<file path="config.mk">
export PLATFORM = sky130hd
export DESIGN_NAME = bitmap_first_fit_block_allocator
export DESIGN_NICKNAME = d
export VERILOG_FILES = /design/src/hw/rtl/bffa_pkg.sv /design/src/hw/rtl/bffa_ram.sv /design/src/hw/rtl/bffa_div.sv /design/src/hw/rtl/bitmap_first_fit_block_allocator.sv
export SDC_FILE = /design/constraint.sdc
export NUM_CORES = 2
export LEC_CHECK = 0
export BUFFER_PORTS_ARGS = -buffer_cell sky130_fd_sc_hd__buf_2
export CAP_MARGIN = 20
export CORE_MARGIN = 5
export CORE_UTILIZATION = 25
export DETAILED_ROUTE_END_ITERATION = 16
export SYNTH_ARGS = -nofsm -noshare
export SYNTH_HDL_FRONTEND = slang
export SYNTH_SLANG_ARGS = --single-unit
</file>
<file path="constraint.sdc">
create_clock -name clk_i -period 22.6 [get_ports clk_i]
set_clock_uncertainty 0.15 [all_clocks]
set_input_delay 4.52 -clock clk_i [delete_from_list [all_inputs] [get_ports clk_i]]
set_output_delay 4.52 -clock clk_i [all_outputs]
set_load 0.01 [all_outputs]
</file>
<file path="src/hw/rtl/bffa_pkg.sv">
// ----------------------------------------------------------------------------
// bffa_pkg
// Shared widths, operation and status codes and types of the block allocator.
// ----------------------------------------------------------------------------
package bffa_pkg;

  // request and result field widths
  localparam int unsigned FUNC_W   = 2;
  localparam int unsigned BYTES_W  = 27;
  localparam int unsigned OFFS_W   = 32;
  localparam int unsigned STATUS_W = 2;
  localparam int unsigned AOFF_W   = 26;
  localparam int unsigned CNT_W    = 9;
  localparam int unsigned FRAG_W   = 7;

  // pool defaults
  localparam int unsigned DEF_POOL_BLOCKS = 256;
  localparam int unsigned DEF_BLOCK_LOG2  = 18;

  // percent scale
  localparam int unsigned PCT = 100;

  // operation codes
  localparam logic [FUNC_W-1:0] FUNC_ALLOC = 2'd0;
  localparam logic [FUNC_W-1:0] FUNC_FREE  = 2'd1;
  localparam logic [FUNC_W-1:0] FUNC_STATS = 2'd2;
  localparam logic [FUNC_W-1:0] FUNC_RSVD  = 2'd3;

  // status codes
  localparam logic [STATUS_W-1:0] ST_DONE    = 2'd0;
  localparam logic [STATUS_W-1:0] ST_NOSPACE = 2'd1;
  localparam logic [STATUS_W-1:0] ST_ZERO    = 2'd2;
  localparam logic [STATUS_W-1:0] ST_IGNORED = 2'd3;

  // divider status
  typedef struct packed {
    logic busy;
    logic done;
  } div_stat_t;

endpackage

</file>
<file path="src/hw/rtl/bffa_ram.sv">
// ----------------------------------------------------------------------------
// bffa_ram
// Simple dual-port synchronous memory, one write and one registered read.
// ----------------------------------------------------------------------------
module bffa_ram #(
  parameter int unsigned DEPTH = 256,
  parameter int unsigned WIDTH = 1,
  parameter int unsigned AW    = 8
) (
  input  logic             clk_i,
  input  logic             we_i,
  input  logic [AW-1:0]    waddr_i,
  input  logic [WIDTH-1:0] wdata_i,
  input  logic [AW-1:0]    raddr_i,
  output logic [WIDTH-1:0] rdata_o
);

  logic [WIDTH-1:0] mem [DEPTH];
  logic [WIDTH-1:0] rdata_q;

  // write port
  always_ff @(posedge clk_i) begin
    if (we_i) begin
      mem[waddr_i] <= wdata_i;
    end
  end

  // registered read port
  always_ff @(posedge clk_i) begin
    rdata_q <= mem[raddr_i];
  end

  assign rdata_o = rdata_q;

endmodule

</file>
<file path="src/hw/rtl/bffa_div.sv">
// ----------------------------------------------------------------------------
// bffa_div
// Restoring divider, one quotient bit per cycle.
// ----------------------------------------------------------------------------
module bffa_div import bffa_pkg::*; #(
  parameter int unsigned NUM_W = 16,
  parameter int unsigned DEN_W = 9
) (
  input  logic             clk_i,
  input  logic             rst_ni,
  input  logic             start_i,
  input  logic [NUM_W-1:0] num_i,
  input  logic [DEN_W-1:0] den_i,
  output logic [NUM_W-1:0] quot_o,
  output div_stat_t        stat_o
);

  localparam int unsigned IW = $clog2(NUM_W + 1);

  logic             busy_q, done_q;
  logic [IW-1:0]    cnt_q;
  logic [NUM_W-1:0] num_q, quot_q;
  logic [DEN_W-1:0] den_q, rem_q;
  logic [DEN_W:0]   rem_sh, diff;
  logic             ge;

  // one trial subtraction
  always_comb begin
    rem_sh = {rem_q, num_q[NUM_W-1]};
    diff   = rem_sh - {1'b0, den_q};
    ge     = (rem_sh >= {1'b0, den_q});
  end

  // control
  always_ff @(posedge clk_i or negedge rst_ni) begin
    if (!rst_ni) begin
      busy_q <= 1'b0;
      done_q <= 1'b0;
      cnt_q  <= '0;
    end else begin
      done_q <= 1'b0;
      if (start_i) begin
        busy_q <= 1'b1;
        cnt_q  <= IW'(NUM_W);
      end else if (busy_q) begin
        cnt_q <= cnt_q - 1'b1;
        if (cnt_q == IW'(1)) begin
          busy_q <= 1'b0;
          done_q <= 1'b1;
        end
      end
    end
  end

  // datapath
  always_ff @(posedge clk_i) begin
    if (start_i) begin
      num_q  <= num_i;
      den_q  <= den_i;
      rem_q  <= '0;
      quot_q <= '0;
    end else if (busy_q) begin
      num_q  <= {num_q[NUM_W-2:0], 1'b0};
      rem_q  <= ge ? diff[DEN_W-1:0] : rem_sh[DEN_W-1:0];
      quot_q <= {quot_q[NUM_W-2:0], ge};
    end
  end

  assign quot_o      = quot_q;
  assign stat_o.busy = busy_q;
  assign stat_o.done = done_q;

endmodule

</file>
<file path="src/hw/rtl/bitmap_first_fit_block_allocator.sv">
// ----------------------------------------------------------------------------
// bitmap_first_fit_block_allocator
// First-fit contiguous block allocator over a used bitmap and run-length table.
// ----------------------------------------------------------------------------
//  channel | valid       | stall        | payload
//  --------+-------------+--------------+--------------------------------------
//  in      | in_valid_i  | in_stall_o   | func_i, alloc_bytes_i, free_offset_i
//  out     | out_valid_o | out_stall_i  | status_o .. fragmentation_percent_o
//
//  allocate: a first-fit scan of the bitmap, then the run is marked used block by block
//  free: a run-length lookup, then the run is cleared block by block; statistics: a bitmap scan, then a divide
//  the scans read the bitmap through its single read port, one block per cycle
//  after reset both memories are cleared entry by entry, with in_stall_o high
//  a result waiting on out_stall_i holds back the result of the next request
// ----------------------------------------------------------------------------
module bitmap_first_fit_block_allocator import bffa_pkg::*; #(
  parameter int unsigned POOL_BLOCKS      = DEF_POOL_BLOCKS,
  parameter int unsigned BLOCK_BYTES_LOG2 = DEF_BLOCK_LOG2
) (
  input  logic                clk_i,
  input  logic                rst_ni,
  input  logic                in_valid_i,
  output logic                in_stall_o,
  input  logic [FUNC_W-1:0]   func_i,
  input  logic [BYTES_W-1:0]  alloc_bytes_i,
  input  logic [OFFS_W-1:0]   free_offset_i,
  output logic                out_valid_o,
  input  logic                out_stall_i,
  output logic [STATUS_W-1:0] status_o,
  output logic [AOFF_W-1:0]   alloc_offset_o,
  output logic [CNT_W-1:0]    free_blocks_o,
  output logic [CNT_W-1:0]    used_blocks_o,
  output logic [CNT_W-1:0]    largest_free_run_o,
  output logic [FRAG_W-1:0]   fragmentation_percent_o
);

  localparam int unsigned AW = (POOL_BLOCKS > 1) ? $clog2(POOL_BLOCKS) : 1;
  localparam int unsigned CW = $clog2(POOL_BLOCKS + 1);
  localparam int unsigned NW = CW + FRAG_W;
  localparam logic [CW-1:0] N_C = CW'(POOL_BLOCKS);

  typedef enum logic [3:0] {
    S_CLEAR, S_IDLE, S_A_SCAN, S_A_FILL, S_F_ISSUE, S_F_CHECK,
    S_F_CLEAR, S_S_SCAN, S_S_DIV, S_RESP
  } state_e;

  state_e              state_q;
  logic [CW-1:0]       idx_q, cnt_q, start_q, need_q, rem_q;
  logic [CW-1:0]       freeb_q, run_q, best_q;
  logic [AW-1:0]       chk_q, blk_q;
  logic                pend_q, stats_q;
  logic [STATUS_W-1:0] r_status_q;
  logic [AOFF_W-1:0]   r_aoff_q;
  logic [FRAG_W-1:0]   r_frag_q;
  logic                out_valid_q;
  logic [STATUS_W-1:0] status_q;
  logic [AOFF_W-1:0]   aoff_q;
  logic [CNT_W-1:0]    freeb_o_q, used_o_q, best_o_q;
  logic [FRAG_W-1:0]   frag_o_q;

  // memory ports
  logic          used_we, used_wdata, used_rdata;
  logic [AW-1:0] used_waddr, used_raddr;
  logic          rl_we;
  logic [AW-1:0] rl_waddr, rl_raddr;
  logic [CW-1:0] rl_wdata, rl_rdata;

  // divider
  logic          div_start;
  logic [NW-1:0] div_num, div_quot;
  div_stat_t     div_st;

  // request decode
  logic [BYTES_W:0] need_full;
  logic [63:0]      free_limit, free_off_w, start_off;
  logic             free_bad;
  logic [CW-1:0]    cnt_inc, run_inc;

  always_comb begin
    need_full  = ({1'b0, alloc_bytes_i} + (BYTES_W+1)'((64'd1 << BLOCK_BYTES_LOG2) - 64'd1))
                 >> BLOCK_BYTES_LOG2;
    free_limit = 64'(POOL_BLOCKS) << BLOCK_BYTES_LOG2;
    free_off_w = 64'(free_offset_i);
    free_bad   = (free_off_w >= free_limit) ||
                 ((free_off_w & ((64'd1 << BLOCK_BYTES_LOG2) - 64'd1)) != 64'd0);
    start_off  = 64'(start_q) << BLOCK_BYTES_LOG2;
    cnt_inc    = cnt_q + 1'b1;
    run_inc    = run_q + 1'b1;
  end

  // memory control
  always_comb begin
    used_raddr = idx_q[AW-1:0];
    used_waddr = idx_q[AW-1:0];
    used_wdata = (state_q == S_A_FILL);
    used_we    = (state_q == S_CLEAR) || (state_q == S_A_FILL) ||
                 ((state_q == S_F_CLEAR) && (rem_q != '0) && (idx_q != N_C));
    rl_raddr   = blk_q;
    rl_we      = (state_q == S_CLEAR) ||
                 ((state_q == S_A_FILL) && (idx_q == start_q)) ||
                 ((state_q == S_F_CHECK) && (rl_rdata != '0));
    rl_waddr   = blk_q;
    rl_wdata   = '0;
    if (state_q == S_CLEAR) begin
      rl_waddr = idx_q[AW-1:0];
    end else if (state_q == S_A_FILL) begin
      rl_waddr = start_q[AW-1:0];
      rl_wdata = need_q;
    end
  end

  bffa_ram #(.DEPTH(POOL_BLOCKS), .WIDTH(1), .AW(AW)) u_used (
    .clk_i   (clk_i),
    .we_i    (used_we),
    .waddr_i (used_waddr),
    .wdata_i (used_wdata),
    .raddr_i (used_raddr),
    .rdata_o (used_rdata)
  );

  bffa_ram #(.DEPTH(POOL_BLOCKS), .WIDTH(CW), .AW(AW)) u_runlen (
    .clk_i   (clk_i),
    .we_i    (rl_we),
    .waddr_i (rl_waddr),
    .wdata_i (rl_wdata),
    .raddr_i (rl_raddr),
    .rdata_o (rl_rdata)
  );

  // fragmentation divide
  assign div_start = (state_q == S_S_SCAN) && !pend_q && (idx_q == N_C);
  assign div_num   = NW'(freeb_q - best_q) * NW'(PCT);

  bffa_div #(.NUM_W(NW), .DEN_W(CW)) u_div (
    .clk_i   (clk_i),
    .rst_ni  (rst_ni),
    .start_i (div_start),
    .num_i   (div_num),
    .den_i   (freeb_q),
    .quot_o  (div_quot),
    .stat_o  (div_st)
  );

  // sequencer
  always_ff @(posedge clk_i or negedge rst_ni) begin
    if (!rst_ni) begin
      state_q     <= S_CLEAR;
      idx_q       <= '0;
      pend_q      <= 1'b0;
      out_valid_q <= 1'b0;
    end else begin
      if (out_valid_q && !out_stall_i && (state_q != S_RESP)) begin
        out_valid_q <= 1'b0;
      end
      case (state_q)
        S_CLEAR: begin
          idx_q <= idx_q + 1'b1;
          if (idx_q == N_C - 1'b1) begin
            state_q <= S_IDLE;
          end
        end
        S_IDLE: begin
          if (in_valid_i) begin
            r_aoff_q <= '0;
            r_frag_q <= '0;
            stats_q  <= 1'b0;
            idx_q    <= '0;
            pend_q   <= 1'b0;
            cnt_q    <= '0;
            start_q  <= '0;
            freeb_q  <= '0;
            run_q    <= '0;
            best_q   <= '0;
            case (func_i)
              FUNC_ALLOC: begin
                if (alloc_bytes_i == '0) begin
                  r_status_q <= ST_ZERO;
                  state_q    <= S_RESP;
                end else if (need_full > (BYTES_W+1)'(POOL_BLOCKS)) begin
                  r_status_q <= ST_NOSPACE;
                  state_q    <= S_RESP;
                end else begin
                  need_q  <= CW'(need_full);
                  state_q <= S_A_SCAN;
                end
              end
              FUNC_FREE: begin
                blk_q <= AW'(free_off_w >> BLOCK_BYTES_LOG2);
                if (free_bad) begin
                  r_status_q <= ST_IGNORED;
                  state_q    <= S_RESP;
                end else begin
                  state_q <= S_F_ISSUE;
                end
              end
              FUNC_STATS: begin
                stats_q    <= 1'b1;
                r_status_q <= ST_DONE;
                state_q    <= S_S_SCAN;
              end
              default: begin
                r_status_q <= ST_IGNORED;
                state_q    <= S_RESP;
              end
            endcase
          end
        end
        S_A_SCAN: begin
          // issue one bitmap read a cycle, check the one returned
          if (idx_q != N_C) begin
            idx_q <= idx_q + 1'b1;
          end
          pend_q <= (idx_q != N_C);
          chk_q  <= idx_q[AW-1:0];
          if (pend_q) begin
            if (used_rdata) begin
              cnt_q   <= '0;
              start_q <= CW'(chk_q) + 1'b1;
            end else if (cnt_inc == need_q) begin
              r_status_q <= ST_DONE;
              r_aoff_q   <= start_off[AOFF_W-1:0];
              idx_q      <= start_q;
              rem_q      <= need_q;
              state_q    <= S_A_FILL;
            end else begin
              cnt_q <= cnt_inc;
            end
          end else if (idx_q == N_C) begin
            r_status_q <= ST_NOSPACE;
            state_q    <= S_RESP;
          end
        end
        S_A_FILL: begin
          idx_q <= idx_q + 1'b1;
          rem_q <= rem_q - 1'b1;
          if (rem_q == CW'(1)) begin
            state_q <= S_RESP;
          end
        end
        S_F_ISSUE: begin
          state_q <= S_F_CHECK;
        end
        S_F_CHECK: begin
          if (rl_rdata == '0) begin
            r_status_q <= ST_IGNORED;
            state_q    <= S_RESP;
          end else begin
            r_status_q <= ST_DONE;
            rem_q      <= rl_rdata;
            idx_q      <= CW'(blk_q);
            state_q    <= S_F_CLEAR;
          end
        end
        S_F_CLEAR: begin
          if ((rem_q == '0) || (idx_q == N_C)) begin
            state_q <= S_RESP;
          end else begin
            idx_q <= idx_q + 1'b1;
            rem_q <= rem_q - 1'b1;
          end
        end
        S_S_SCAN: begin
          if (idx_q != N_C) begin
            idx_q <= idx_q + 1'b1;
          end
          pend_q <= (idx_q != N_C);
          if (pend_q) begin
            if (used_rdata) begin
              run_q <= '0;
            end else begin
              freeb_q <= freeb_q + 1'b1;
              run_q   <= run_inc;
              if (run_inc > best_q) begin
                best_q <= run_inc;
              end
            end
          end else if (idx_q == N_C) begin
            state_q <= S_S_DIV;
          end
        end
        S_S_DIV: begin
          if (div_st.done) begin
            r_frag_q <= (freeb_q == '0) ? '0 : FRAG_W'(div_quot);
            state_q  <= S_RESP;
          end
        end
        S_RESP: begin
          // result register frees up when the old result is taken
          if (!out_valid_q || !out_stall_i) begin
            out_valid_q <= 1'b1;
            status_q    <= r_status_q;
            aoff_q      <= r_aoff_q;
            freeb_o_q   <= stats_q ? CNT_W'(freeb_q) : '0;
            used_o_q    <= stats_q ? CNT_W'(N_C - freeb_q) : '0;
            best_o_q    <= stats_q ? CNT_W'(best_q) : '0;
            frag_o_q    <= r_frag_q;
            state_q     <= S_IDLE;
          end
        end
        default: begin
          state_q <= S_IDLE;
        end
      endcase
    end
  end

  assign in_stall_o              = (state_q != S_IDLE);
  assign out_valid_o             = out_valid_q;
  assign status_o                = status_q;
  assign alloc_offset_o          = aoff_q;
  assign free_blocks_o           = freeb_o_q;
  assign used_blocks_o           = used_o_q;
  assign largest_free_run_o      = best_o_q;
  assign fragmentation_percent_o = frag_o_q;

`ifndef ASSERT_OFF
  // no request taken while the memories are being cleared
  a_clear_stall: assert property (@(posedge clk_i) disable iff (!rst_ni)
    (state_q == S_CLEAR) |-> in_stall_o)
    else $error("request accepted during clearing pass");

  // one request in flight at a time
  a_busy_after_accept: assert property (@(posedge clk_i) disable iff (!rst_ni)
    (in_valid_i && !in_stall_o) |=> in_stall_o)
    else $error("block not busy after accepting a request");

  // bitmap is never written while it is being scanned
  a_no_write_in_scan: assert property (@(posedge clk_i) disable iff (!rst_ni)
    ((state_q == S_A_SCAN) || (state_q == S_S_SCAN)) |-> !used_we)
    else $error("bitmap write during scan");

  // divider finishes only while the sequencer waits on it
  a_div_done: assert property (@(posedge clk_i) disable iff (!rst_ni)
    div_st.done |-> (state_q == S_S_DIV))
    else $error("divider done outside of divide state");
`endif

endmodule
</file>
==> run summary <==
H-tree depth - 5
Crit. End Element - primary output
Yosys warnings - 0
Drt drc - 0
Net switching power - 1.94 mW
Clock Tree Root - clkbuf_16
Row count - 245
Cell Int Power - 8.30 mW
Worst skew pair latency - 0.85 ns
WS Path Type - flop to primary output
Die area - 460000 um^2
Crit-path cells - nand2b_1 > nor3_1 > inv_2 > buf_2
Post-Synth XOR/XNOR Area - 0.00768
Switching Fraction - 0.190
Hold Path Depth - 0
Worst Hold Class - flop to flop
Final Non-Filler Cells - 12.0k
Leak Pwr - 32.6 nW
Clock power frac - 0.456
Grt ovf - 0
Clock Sinks - 2771
Reg power frac - 0.542
Crit path max fanout - 22
Final instance area - 128000 um^2
Core area - 445000 um^2
Critical hold path startpoint - r_frag_q[4]
Vias in the first global route - 56.5k
Post-Syn Area per Cell - 19.5 um^2
Number of flops mapped to enable cells by yosys - 2723
Gate power share - 0.001
DP Worst Slack - 14.75 ns
Max cap viols - 0
Top delay family on crit path - simple AND/OR/NAND/NOR gates
Asr flop ratio synth - 0.00794
FF-to-FF End - u_runlen.rdata_o[5]
Via count - 55.9k
Drt pass-1 iters - 6
Synth top area share - 0.732
Nets - 6050
Post-DP Area - 119000 um^2
Placed cell count - 11.5k
Minimum clock period - 7.71 ns
R2R Setup Slk - 16.77 ns
RSZ-0062 raised after global routing - false
Final Total Pwr - 10.2 mW
Post-synth top flop - edfxtp_1
Worst flop-to-flop path startpoint - blk_q[0]
Main combinational cell family by area after synthesis - multiplexers
Slew @ Worst Pin - 1.35 ns
Worst Setup Slack, final - 14.89 ns
Worst Reg-to-Reg Cells - 9
Fraction of the mapped netlist area in simple logic gates - 0.0474
Status - completed
Max Slew Vio Count - 0
Startpoint types - flop
CTS Buffer Depth - 4
Tcrit/Tclk final - 0.341
Buffers and inverters on the worst path - 2
# hold bufs at CTS - 0
Layout cells sized above 1 - 0.228
Area grow syn2layout - 15.0%
Final hold violation count - 0
Pwr Density - 79.7 nW/um^2
Post-DRT Antenna Nets - 0
Hpwl dp - 164 mm
Arrival @ worst endpoint - 3.04 ns
Die X-Extent - 678 um
Resized cells post-CTS - 0
Post-Route WL - 275 mm
WHS Endpoint - fragmentation_percent_o[4]
Mux contribution to synthesized area - 0.157
Final setup fails - 0
Clock transition at path regs - 0.06 ns
CTS tree - yes
Routability congestion estimate - 0.805
Fmax - 130 MHz
Boundary Pins - 129
Synthesized flop and latch total - 2771
Port Buffers - 110
Synth area leader - edfxtp_1
Global-route wire length before repair - 400 mm
Critical Path Max Stage Delay - 0.76 ns
Compound-cell area share of the yosys netlist - 0.0197
Adder-cell area share of the yosys netlist - 0.00963
Synthesized area - 112000 um^2
Relative slew slack - 0.0997
Post-CTS Setup Inserts - 0
Slowest-stage cell, CP - dfrtp_1
Sequential-to-total area share from yosys stat - 0.742
Distinct cells, synth - 72
Maximum number of pins on one net before global-route repair - 209
Area contributors post-synth - edfxtp_1, mux4_2, nor2_1
Max IR drop VDD - 58.6 uV
CP required - 17.93 ns
First DRT Iteration DRCs - 5839
Initial antenna violation count - 12
Post-DR vias/cell - 4.64
Num CTS Buffers - 282
Die Ht - 678 um
Total track usage - 0.115
DR WL/cell - 22.8 um
Initial Util - 0.251
Cells after synthesis - 5724
TNS Setup - 0 ns
-- layer usage --
layer | GRT usage | vias to the layer above | wire length, um
met3 | 0.0266 | 423 | 22900
met2 | 0.184 | 2299 | 130000
met5 | 0 | - | 27
li1 | - | 23500 | -
met4 | 0.0312 | 4 | 7480
met1 | 0.157 | 29700 | 114000
-- worst max-delay path by stage --
stage                         end         startpoint  cells past startpoint  slack, ns
2_1_floorplan  u_runlen.mem[0][4]         state_q[2]                      5      12.83
3_3_place_gp            need_q[0]  alloc_bytes_i[17]                      9      14.68
3_5_place_dp            need_q[0]   alloc_bytes_i[5]                      8      14.75
4_1_cts                in_stall_o         state_q[0]                      4      14.87
5_1_grt                in_stall_o         state_q[0]                      4      14.72
6_report               in_stall_o         state_q[0]                      4      14.89
-- worst register-to-register path, delay by kind of cell (launching register included) --
family,cells,cell delay (ns)
buffers and inverters,3,2.50
DFF,1,0.78
muxes,2,0.80
and+or+nand+nor,4,1.49
-- kinds of logic (layout without fill, tap and decap cells) --
logic type,Yosys count,count (layout)
adders and majority gates,80,80
DFF,2771,2771
other,1,19
and+or+nand+nor,1187,1187
xor gates and xnor gates,94,94
muxes,853,853
buffers and inverters,413,787
AOI/OAI and AO/OA,325,325
-- Yosys cell counts (6+ instances only) --
cell         n
nor2_1     656
buf_4       51
inv_1       74
or3_1        8
nand4_1     26
and2_1      61
a21o_1      14
o221ai_1     6
or4_1       19
clkbuf_1   178
ha_1        70
edfxtp_1  2723
nor3_1      27
nor2b_1     48
buf_2       75
o21ai_0     63
dfrtp_1     22
nand3_1     71
a221o_1      8
xnor2_1     59
a22o_1      10
and3_1      12
a221oi_1    10
o21a_1      14
mux2i_1    125
buf_1       32
mux4_2     723
a22oi_1     54
a211oi_1    24
nor4_1      35
fa_1        10
a21oi_1     58
dfxtp_1     26
o22ai_1     37
xor2_1      32
nand2_1    177
nand2b_1    27
-- flip-flops by register name (all words and copies together) (netlist names), 8 cells and up --
register	flops
idx_q	9
r_aoff_q	8
freeb_q	9
cnt_q	9
u_used.mem	256
u_div.den_q	9
u_runlen.rdata_o	9
rem_q	9
u_div.num_q	14
best_q	9
u_runlen.mem	2304
need_q	9
run_q	9
used_blocks_o	8
free_blocks_o	9
chk_q	8
start_q	9
blk_q	8
u_div.rem_q	9
largest_free_run_o	9
alloc_offset_o	8
-- area by class of cell --
type,instances,area (um^2)
antenna,1,2.50
clock buffer,338,7480
clock inverter,156,1690
fill,43400,317000
inverter,75,282
multi-input combinational,2557,27200
sequential,2771,82800
tap,5928,7420
timing repair buffer,218,1570
-- through the flow --
| stage | utilization | hold slack, ns |
|---|---|---|
| 6_report | 0.288 | 0.274 |
| 2_1_floorplan | - | 0.250 |
| 3_5_place_dp | 0.268 | 0.266 |
| 4_1_cts | 0.288 | 0.281 |
| 3_3_place_gp | 0.267 | 0.269 |
| 5_1_grt | 0.288 | 0.285 |
-- power by group through the flow --
stage / clock (mW) / sequential, mW / combinational (mW)
floorplan: 0 / 5.66 / 0.00628
global route: 4.98 / 5.55 / 0.0155
CTS: 4.76 / 5.55 / 0.0143
finish: 4.68 / 5.55 / 0.0142
global placement: 0 / 5.66 / 0.0141
detailed placement: 0 / 5.66 / 0.0142
-- cell usage in the layout (no fill, tap or decap), types with 16 or more instances in the layout --
cell          n
mux2i_1     125
a21oi_1      58
nor4_1       32
inv_1        74
conb_1       18
bufinv_16    33
dfrtp_1      20
buf_4        89
xnor2_1      59
or4_1        19
buf_2       113
nand2b_1     27
nand3_1      71
a211oi_1     24
xor2_1       32
o21ai_0      63
o22ai_1      37
clkbuf_1     45
nand2_2      16
and2_1       52
nand4_1      26
mux4_2      723
nor2_1      654
edfxtp_1   2723
clkinv_2     44
dfxtp_1      26
nand2_1     161
clkbuf_16   291
clkinv_1     54
nor3_1       25
a22oi_1      54
nor2b_1      46
ha_1         70
(Power assumes the default switching activity.)
